`src/hdl/rth_pkg.sv`:
```
package rth_pkg;

  localparam int unsigned CHAN_W     = 8;
  localparam int unsigned SUM_W      = CHAN_W + 1;
  localparam int unsigned REM_W      = 17;
  localparam int unsigned Q_W        = 8;
  localparam int unsigned DIV_STAGES = 4;
  localparam int unsigned BITS_PER_STAGE = Q_W / DIV_STAGES;
  localparam int unsigned NUM_DIVS   = 4;

  localparam logic [CHAN_W-1:0] HLS_SCALE      = 8'd255;
  localparam logic [CHAN_W-1:0] HUE_GREY       = 8'd170;
  localparam logic [CHAN_W-1:0] HUE_SIXTH      = 8'd42;
  localparam logic [CHAN_W-1:0] HUE_THIRD      = 8'd85;
  localparam logic [CHAN_W-1:0] HUE_TWO_THIRDS = 8'd170;
  localparam logic [CHAN_W-1:0] LUM_HALF       = 8'd127;
  localparam logic [SUM_W-1:0]  SUM_FULL       = 9'd510;

  // divider lanes
  localparam int unsigned DIV_SAT = 0;
  localparam int unsigned DIV_RD  = 1;
  localparam int unsigned DIV_GD  = 2;
  localparam int unsigned DIV_BD  = 3;

  typedef enum logic [1:0] {
    SEL_RED,
    SEL_GREEN,
    SEL_BLUE
  } sel_t;

  typedef struct packed {
    logic [CHAN_W-1:0] lum;
    logic              grey;
    sel_t              sel;
  } ctl_t;

endpackage

```
`src/hdl/rgb_to_hls_pixel_top.sv`:
```
// Throughput: one pixel per cycle; a stalled output stops only the stages behind
//   a full stage, so bubbles are squeezed out before in_ready drops.
// Pipeline: min/max, numerator setup, four 2-bit restoring divide stages, hue merge.
// Reset: synchronous active-low rst_n clears all stage valid bits; data regs are not reset.
module rgb_to_hls_pixel_top (
  input  logic                       clk,
  input  logic                       rst_n,
  input  logic                       in_valid,
  output logic                       in_ready,
  input  logic [23:0]                in_packed_rgb,
  output logic                       out_valid,
  input  logic                       out_ready,
  output logic [rth_pkg::CHAN_W-1:0] out_lightness,
  output logic [rth_pkg::CHAN_W-1:0] out_saturation,
  output logic [rth_pkg::CHAN_W-1:0] out_hue
);
  import rth_pkg::*;

  // ---------------------------------------------------------------------------
  // Handshake: a stage loads when it is empty or its contents move on.
  // Index 0 = stage A, 1 = setup, 2..5 = divide, 6 = output.
  // ---------------------------------------------------------------------------
  localparam int unsigned NSTG = DIV_STAGES + 3;

  logic [NSTG-1:0] v_r;
  logic [NSTG-1:0] adv;

  always_comb begin
    adv[NSTG-1] = !v_r[NSTG-1] || out_ready;
    for (int k = NSTG - 2; k >= 0; k--) begin
      adv[k] = !v_r[k] || adv[k+1];
    end
  end

  assign in_ready  = adv[0];
  assign out_valid = v_r[NSTG-1];

  always_ff @(posedge clk) begin
    if (!rst_n) begin
      v_r <= '0;
    end else begin
      if (adv[0]) begin
        v_r[0] <= in_valid;
      end
      for (int k = 1; k < NSTG; k++) begin
        if (adv[k]) begin
          v_r[k] <= v_r[k-1];
        end
      end
    end
  end

  // ---------------------------------------------------------------------------
  // Stage A: unpack, largest and smallest channel.
  // ---------------------------------------------------------------------------
  logic [CHAN_W-1:0] r_r, g_r, b_r, top_r, bot_r;
  logic [CHAN_W-1:0] r_in, g_in, b_in, top_nxt, bot_nxt;

  always_comb begin
    r_in    = in_packed_rgb[7:0];
    g_in    = in_packed_rgb[15:8];
    b_in    = in_packed_rgb[23:16];
    top_nxt = r_in;
    bot_nxt = r_in;
    if (g_in > top_nxt) top_nxt = g_in;
    if (b_in > top_nxt) top_nxt = b_in;
    if (g_in < bot_nxt) bot_nxt = g_in;
    if (b_in < bot_nxt) bot_nxt = b_in;
  end

  always_ff @(posedge clk) begin
    if (adv[0]) begin
      r_r   <= r_in;
      g_r   <= g_in;
      b_r   <= b_in;
      top_r <= top_nxt;
      bot_r <= bot_nxt;
    end
  end

  // ---------------------------------------------------------------------------
  // Setup stage: lightness, divisors, rounded numerators.
  // (sum*255+255)/510 reduces exactly to (sum+1)/2.
  // Divider data: index 0 is the setup stage, 1..DIV_STAGES the divide stages.
  // ---------------------------------------------------------------------------
  logic [REM_W-1:0] rem_r [0:DIV_STAGES][0:NUM_DIVS-1];
  logic [SUM_W-1:0] den_r [0:DIV_STAGES][0:NUM_DIVS-1];
  logic [Q_W-1:0]   q_r   [0:DIV_STAGES][0:NUM_DIVS-1];
  ctl_t             ctl_r [0:DIV_STAGES];

  logic [SUM_W-1:0] sum_w, spread_w, sat_den_w;
  ctl_t             ctl_nxt;

  always_comb begin
    sum_w       = SUM_W'(top_r) + SUM_W'(bot_r);
    spread_w    = SUM_W'(top_r) - SUM_W'(bot_r);
    ctl_nxt.lum = CHAN_W'((sum_w + SUM_W'(1)) >> 1);
    ctl_nxt.grey = (top_r == bot_r);
    if (r_r == top_r)      ctl_nxt.sel = SEL_RED;
    else if (g_r == top_r) ctl_nxt.sel = SEL_GREEN;
    else                   ctl_nxt.sel = SEL_BLUE;
    sat_den_w = (ctl_nxt.lum <= LUM_HALF) ? sum_w : (SUM_FULL - sum_w);
  end

  always_ff @(posedge clk) begin
    if (adv[1]) begin
      ctl_r[0]          <= ctl_nxt;
      den_r[0][DIV_SAT] <= sat_den_w;
      rem_r[0][DIV_SAT] <= REM_W'(spread_w) * REM_W'(HLS_SCALE) + REM_W'(sat_den_w >> 1);
      den_r[0][DIV_RD]  <= spread_w;
      den_r[0][DIV_GD]  <= spread_w;
      den_r[0][DIV_BD]  <= spread_w;
      rem_r[0][DIV_RD]  <= REM_W'(top_r - r_r) * REM_W'(HUE_SIXTH) + REM_W'(spread_w >> 1);
      rem_r[0][DIV_GD]  <= REM_W'(top_r - g_r) * REM_W'(HUE_SIXTH) + REM_W'(spread_w >> 1);
      rem_r[0][DIV_BD]  <= REM_W'(top_r - b_r) * REM_W'(HUE_SIXTH) + REM_W'(spread_w >> 1);
      for (int j = 0; j < NUM_DIVS; j++) begin
        q_r[0][j] <= '0;
      end
    end
  end

  // ---------------------------------------------------------------------------
  // Divide stages: restoring division, BITS_PER_STAGE quotient bits each,
  // MSB first. Quotients are known to fit in Q_W bits.
  // ---------------------------------------------------------------------------
  for (genvar k = 0; k < DIV_STAGES; k++) begin : g_div
    logic [REM_W-1:0] rem_nxt [0:NUM_DIVS-1];
    logic [Q_W-1:0]   q_nxt   [0:NUM_DIVS-1];

    always_comb begin
      logic [REM_W-1:0] shd;
      for (int j = 0; j < NUM_DIVS; j++) begin
        rem_nxt[j] = rem_r[k][j];
        q_nxt[j]   = q_r[k][j];
        for (int b = 0; b < BITS_PER_STAGE; b++) begin
          shd = REM_W'(den_r[k][j]) << (Q_W - 1 - k * BITS_PER_STAGE - b);
          if (rem_nxt[j] >= shd) begin
            rem_nxt[j] = rem_nxt[j] - shd;
            q_nxt[j][Q_W-1-k*BITS_PER_STAGE-b] = 1'b1;
          end
        end
      end
    end

    always_ff @(posedge clk) begin
      if (adv[k+2]) begin
        ctl_r[k+1] <= ctl_r[k];
        for (int j = 0; j < NUM_DIVS; j++) begin
          rem_r[k+1][j] <= rem_nxt[j];
          den_r[k+1][j] <= den_r[k][j];
          q_r[k+1][j]   <= q_nxt[j];
        end
      end
    end
  end

  // ---------------------------------------------------------------------------
  // Output stage: hue from the deltas of the two non-largest channels,
  // wrapped into 0..255; grey pixels forced to sat 0, hue 170.
  // ---------------------------------------------------------------------------
  localparam int unsigned HUE_W = CHAN_W + 2;

  logic signed [HUE_W-1:0] hue_w;
  logic signed [HUE_W-1:0] rd_s, gd_s, bd_s;
  logic [CHAN_W-1:0]       lum_out_r, sat_out_r, hue_out_r;
  logic [CHAN_W-1:0]       sat_nxt, hue_nxt;
  ctl_t                    ctl_last;

  always_comb begin
    ctl_last = ctl_r[DIV_STAGES];
    rd_s = signed'(HUE_W'(q_r[DIV_STAGES][DIV_RD]));
    gd_s = signed'(HUE_W'(q_r[DIV_STAGES][DIV_GD]));
    bd_s = signed'(HUE_W'(q_r[DIV_STAGES][DIV_BD]));
    unique case (ctl_last.sel)
      SEL_RED:   hue_w = bd_s - gd_s;
      SEL_GREEN: hue_w = signed'(HUE_W'(HUE_THIRD)) + rd_s - bd_s;
      default:   hue_w = signed'(HUE_W'(HUE_TWO_THIRDS)) + gd_s - rd_s;
    endcase
    if (hue_w < 0) hue_w = hue_w + signed'(HUE_W'(HLS_SCALE));
    if (hue_w > signed'(HUE_W'(HLS_SCALE))) hue_w = hue_w - signed'(HUE_W'(HLS_SCALE));
    if (ctl_last.grey) begin
      sat_nxt = '0;
      hue_nxt = HUE_GREY;
    end else begin
      sat_nxt = q_r[DIV_STAGES][DIV_SAT];
      hue_nxt = CHAN_W'(hue_w);
    end
  end

  always_ff @(posedge clk) begin
    if (adv[NSTG-1]) begin
      lum_out_r <= ctl_last.lum;
      sat_out_r <= sat_nxt;
      hue_out_r <= hue_nxt;
    end
  end

  assign out_lightness  = lum_out_r;
  assign out_saturation = sat_out_r;
  assign out_hue        = hue_out_r;

  // ---------------------------------------------------------------------------
  // Assertions
  // ---------------------------------------------------------------------------
  a_top_ge_bot: assert property (@(posedge clk) disable iff (!rst_n)
    v_r[0] |-> (top_r >= bot_r))
    else $error("stage A max below min");

  a_hue_delta_range: assert property (@(posedge clk) disable iff (!rst_n)
    (v_r[NSTG-2] && !ctl_r[DIV_STAGES].grey) |->
      (q_r[DIV_STAGES][DIV_RD] <= HUE_SIXTH && q_r[DIV_STAGES][DIV_GD] <= HUE_SIXTH &&
       q_r[DIV_STAGES][DIV_BD] <= HUE_SIXTH))
    else $error("hue delta quotient out of range");

  a_stall_source: assert property (@(posedge clk) disable iff (!rst_n)
    !in_ready |-> (out_valid && !out_ready && (&v_r)))
    else $error("input stalled with room in the pipeline");

endmodule

```
`config.mk`:
```
export PLATFORM = sky130hd
export DESIGN_NAME = rgb_to_hls_pixel_top
export DESIGN_NICKNAME = d
export VERILOG_FILES = /design/src/hdl/rth_pkg.sv /design/src/hdl/rgb_to_hls_pixel_top.sv
export SDC_FILE = /design/constraint.sdc
export NUM_CORES = 2
export LEC_CHECK = 0
export ABC_CLOCK_PERIOD_IN_PS = 10000
export BUFFER_PORTS_ARGS = -buffer_cell sky130_fd_sc_hd__buf_2
export CORE_AREA = 5 5 285 287
export DETAILED_ROUTE_END_ITERATION = 10
export DIE_AREA = 0 0 290 292
export GPL_TIMING_DRIVEN = 0
export PLACE_DENSITY = 0.74
export REMOVE_ABC_BUFFERS = 1
export SLEW_MARGIN = 5
export SYNTH_ARGS = -nofsm -noshare
export SYNTH_HDL_FRONTEND = slang
export SYNTH_SLANG_ARGS = --single-unit
```
`constraint.sdc`:
```
create_clock -name clk -period 10 [get_ports clk]
set_input_delay 0.5 -clock clk [delete_from_list [all_inputs] [get_ports clk]]
set_output_delay 0.5 -clock clk [all_outputs]
set_load 0.01 [all_outputs]
```
After elaboration in Yosys (flattened, before gate mapping)

Memory sizes are Yosys's and may differ from the RTL's.
Index checks and enable logic that the tools add are counted.

Add/sub/neg operators: 50
Multiply operators: 4
Order comparisons: 39
Eq/ne operators: 4
Muxes and demuxes: 84
Reductions and logical operators: 15

Operators by type and width:

| cell                  | number |
|---|---|
| $mux 17               | 32 |
| $add 17x8->17         | 4 |
| $ge 17x10->1          | 4 |
| $ge 17x11->1          | 4 |
| $ge 17x12->1          | 4 |
| $ge 17x13->1          | 4 |
| $ge 17x14->1          | 4 |
| $ge 17x15->1          | 4 |
| $ge 17x16->1          | 4 |
| $ge 17x9->1           | 4 |
| $sub 17x10->17        | 4 |
| $sub 17x11->17        | 4 |
| $sub 17x12->17        | 4 |
| $sub 17x13->17        | 4 |
| $sub 17x14->17        | 4 |
| $sub 17x15->17        | 4 |
| $sub 17x16->17        | 4 |
| $sub 17x9->17         | 4 |
| $mul 17x5->16 const B | 3 |
| $sub 8x8->9           | 5 |
| $mux 1                | 42 |
| $mux 8                | 5 |
| $eq 8x8->1            | 3 |
| $pmux 10 s2           | 1 |
| 21 further kinds      | 37 |

Flip-flop bits (word level): 71
Memory bits (writable): 735
Bits of input ports: 28
Output and inout port bits: 26
Word-level logic and storage cells: 215
Memories kept: 4

Memories:

| memory | depth | width | read ports | clocked after memory_dff | wr ports | RTL line                   | text |
|---|---|---|---|---|---|---|---|
| rem_r  | 5     | 68    | 4          | 0                        | 5        | rgb_to_hls_pixel_top.sv:86 | `logic [REM_W-1:0] rem_r [0:DIV_STAGES][0:NUM_DIVS-1];` |
| den_r  | 5     | 36    | 4          | 0                        | 5        | rgb_to_hls_pixel_top.sv:87 | `logic [SUM_W-1:0] den_r [0:DIV_STAGES][0:NUM_DIVS-1];` |
| q_r    | 5     | 32    | 5          | 0                        | 5        | rgb_to_hls_pixel_top.sv:88 | `logic [Q_W-1:0] q_r [0:DIV_STAGES][0:NUM_DIVS-1];` |
| ctl_r  | 5     | 11    | 5          | 0                        | 5        | rgb_to_hls_pixel_top.sv:89 | `ctl_t ctl_r [0:DIV_STAGES];` |

Logic depth before layout (Yosys ltp)

Depth in word-level cells: 9
Mapped depth: 28
Depth with buffers taken out: 28

Least setup slack after synthesis

OpenSTA, ideal clock, no wires.

Path kind: flip-flop to flip-flop
Start point: reg top_r[1]
End point: mem rem_r[0][66] in the netlist's numbering (data pin)
Library setup time: 0.259 ns
Arrival: 6.891 ns
Required time: 9.741 ns
Slack: 2.850 ns
Stages on the path, launching flop included: 28
Buffers on the path: 0
Cells stage by stage: edfxtp_1 -> ha_1 -> nor2b_1 -> o21a_1 -> o21ba_1 -> or4_1 -> o311a_2 -> or4_4 -> or4_4 -> o311ai_1 -> xor2_1 -> fa_1 -> ha_1 -> ha_1 -> inv_1 -> fa_1 -> inv_1 -> ha_1 -> fa_1 -> a21o_1 -> a21oi_1 -> o21bai_1 -> a21oi_1 -> nor2b_1 -> o2111ai_1 -> nand3_1 -> o41a_1 -> xor2_1

RTL lines:

| element                  | RTL line                   | text |
|---|---|---|
| start: declaration       | rgb_to_hls_pixel_top.sv:56 | `logic [CHAN_W-1:0] r_r, g_r, b_r, top_r, bot_r;` |
| start signal: assignment | rgb_to_hls_pixel_top.sv:76 | `top_r <= top_nxt;` |
| end: declaration         | rgb_to_hls_pixel_top.sv:86 |  |

==> run_results.csv <==
group,metric,value,unit
route,drc_errors,0,
route,viasPerCell,5.697,
finish,final_area,46820,um^2
global_routing,grt_first_pass_wirelength,149.5,mm
sta,fin_crit,7.960,ns
clock_network,cts_root_buf,"clkbuf_16",
min_path,min_to,"v_r[0]",
clock_network,clk_pin_slew,0.07,ns
clock_network,cts.repair.resized,0,
run,drv_cap,0,
worst_setup_path,r2r_end,"rem_r[0][66]",
sta,tightestPinTransition,1.306,ns
run_status,status,"finished clean",
route,wire_per_inst,16.49,um
worst_setup_path,reg2reg_slack,2.04,ns
sta,rsz0062_at_grt,"no",
sta,hold_viol_final,0,
floorplan,dieArea,84680,um^2
synthesis,syn_area_per_cell,10.08,um^2
worst_setup_path,cp.required,10.37,ns
clock_network,cts_buffers,55,
clock_network,insertion_delay,0.63,ns
worst_setup_path,cpMaxStageDelayCell,"edfxtp_1",
synthesis,yosys.area_share.simple,13.15,%
synthesis,synth_adder_area_share,20.28,%
global_routing,grt_usage,20.92,%
placement,place.gp.congestion,0.8986,
global_routing,grt_max_degree,78,
clock_network,postCtsSetupBuffers,0,
finish,seqCellArea,15970,um^2
finish,drive_gt1_share,7.483,%
clock_network,cts.sinks,534,
worst_setup_path,crit_family,"compound AO/OA/AOI/OAI gates",
synthesis,syn-cell-area,43380,um^2
min_path,worstHoldStart,"in_valid",
worst_setup_path,crit_path_frequent_cell,"ha_1",
route,wirelength,90.04,mm
worst_setup_path,worst-path-buf-inv,2,
synthesis,synth_edf_count,527,
worst_setup_path,cp-start-kind,"flip-flop",
placement,dpl_cell_area,44950,um^2
floorplan,core_area,78360,um^2
synthesis,muxShareOfSynthArea,4.174,%
global_routing,grt_pass1_vias,29860,
sta,finalSetupTns,0,ns
placement,pre_cts_ws,2.068,ns
min_path,hold_depth,3,
sta,fin_ws,2.040,ns
route,vias,31110,
synthesis,ys_types,92,
floorplan,die_x,290,um
placement,portBuffers,53,
worst_setup_path,crit_path_max_incr_delay,0.65,ns
finish,mostFrequentLayoutCells,"ha_1 (527), edfxtp_1 (527), inv_1 (471), nor2_1 (295), a21oi_1 (280)",
synthesis,netlist_instances,4303,
floorplan,initial_core_util,55.36,%
clock_network,cts_max_path_buffers,3,
sta,relSlewSlack,12.51,%
worst_setup_path,cp-end-kind,"flip-flop",
placement,post-dp-hpwl,70.99,mm
synthesis,yosysWarnings,0,
synthesis,synth.yosys.seq_area_share,36.81,%
synthesis,async_flop_share,0,%
route,drt-pass1-iter-count,5,
sta,post-route-period-util,79.60,%
synthesis,synth_xor_area_share,5.957,%
sta,slew_viol_final,0,
synthesis,synth_flop_cell,"edfxtp_1",
sta,finalSetupViolCount,0,
finish,area_delta_synth_final,7.950,%
finish,multi_input_area,25430,um^2
sta,finClkSkew,0.02858,ns
clock_network,hold_buffers,0,
worst_setup_path,worst-setup-path-type,"reg -> reg",
floorplan,die-height,292,um
min_path,worst_hold_path_type,"in -> reg",
finish,fin_util,59.76,%
synthesis,synth_top_family_by_area,"adder cells",
synthesis,synth_compound_area_share,14.97,%
floorplan,ioPinCount,54,
finish,antenna_cells,0,
worst_setup_path,worstPathMaxFanout,10,
worst_setup_path,crit_arrival,8.33,ns
synthesis,ys_ff_latch,534,
worst_setup_path,reg2regPathDepth,27,
floorplan,rows,103,
global_routing,antenna_found_initial,0,
worst_setup_path,r2r_start,"top_r[1]",
sta,max_freq,125.6,MHz
route,antenna_left,0,
finish,fill_cells,6538,
clock_network,htree_levels,2,
finish,fin_nets,5031,
clock_network,cts_tree,"built",
route,drt_iter0_drc,2033,
global_routing,grt_overflow,0,
## synth_stat cells (all sizes together), types with 24 or more instances
| cell | count | area [um^2] |
|---|---|---|
| nand4 | 63 | 394.1 |
| clkbuf | 37 | 138.9 |
| o21ai | 252 | 1261 |
| o31ai | 25 | 187.7 |
| or2 | 28 | 175.2 |
| a21oi | 280 | 1401 |
| nor2b | 96 | 600.6 |
| xnor2 | 197 | 1725 |
| mux2 | 111 | 1250 |
| xor2 | 98 | 858.3 |
| nor4 | 46 | 294.0 |
| a211oi | 41 | 307.8 |
| inv | 476 | 1787 |
| and3 | 31 | 193.9 |
| nor2 | 295 | 1107 |
| ha | 527 | 6594 |
| a31oi | 24 | 150.1 |
| a21o | 118 | 887.1 |
| mux2i | 56 | 560.5 |
| fa | 110 | 2202 |
| or3 | 38 | 240.2 |
| edfxtp | 527 | 15830 |
| nor3 | 100 | 505.5 |
| nand3 | 59 | 300.3 |
| a21boi | 27 | 202.7 |
| o21a | 68 | 510.5 |
| nand2 | 229 | 859.6 |
| o21bai | 33 | 247.7 |
| nand2b | 53 | 331.6 |
## stage by stage
stage | hold WS, ns | cells
global placement | 0.4014 | 5350
finish | 0.1144 | 5460
CTS | 0.06932 | 5460
global route | 0.08480 | 5460
floorplan | 0.4003 | 4247
detailed placement | 0.4045 | 5359
## worst max path at each step
stage                  start           end  slack (ns)  cells after the start
floorplan           top_r[1]  rem_r[0][66]        2.85                     27
global placement    top_r[1]  rem_r[0][66]        2.23                     27
detailed placement  top_r[1]  rem_r[0][66]        2.07                     27
CTS                 top_r[1]  rem_r[0][66]        2.07                     27
global route        top_r[1]  rem_r[0][66]        1.62                     27
finish              top_r[1]  rem_r[0][66]        2.04                     27
## registers in the layout (all words and copies together) (netlist names)
register,flops
q_r,80
bot_r,8
out_hue,8
out_saturation,8
ctl_r,55
out_lightness,8
top_r,8
v_r,7
g_r,8
b_r,8
den_r,64
r_r,8
rem_r,264
## cells by family after synthesis
logic type,count (synthesis)
DFF,534
muxes,167
AOI/OAI and AO/OA,1014
adders and majority gates,637
buffers and inverters,532
and+or+nand+nor,1124
xor gates and xnor gates,295
## final cells by class
cell class / instances / area share [%]
Multi-Input combinational cell: 3237 / 54.31
Inverter: 476 / 3.837
Clock buffer: 65 / 3.105
Sequential cell: 534 / 34.10
Timing Repair Buffer: 62 / 0.9513
Tap cell: 1050 / 2.806
Clock inverter: 36 / 0.8951
## worst reg2reg max path, delay by kind of cell (launching register included)
kind	cells	cell delay (ns)
AND/OR/NAND/NOR	5	1.31
flip-flops	1	0.65
AO/OA/AOI/OAI	11	2.59
adder cells (fa/ha/maj)	7	2.54
XOR/XNOR	2	0.55
buffers and inverters	2	0.09
## layer usage
metal	wire length [um]	GRT usage, %	up-vias	part of all wire, %
met4	2272	5.210	0	2.5
met3	3805	2.350	126	4.2
li1	-	-	15840	-
met2	41360	34.79	656	46
met1	42600	29.60	14480	47
met5	0	0	-	0
Power is not shown: default switching activity piles up to over one toggle a cycle in this logic, so the estimate is an artifact.
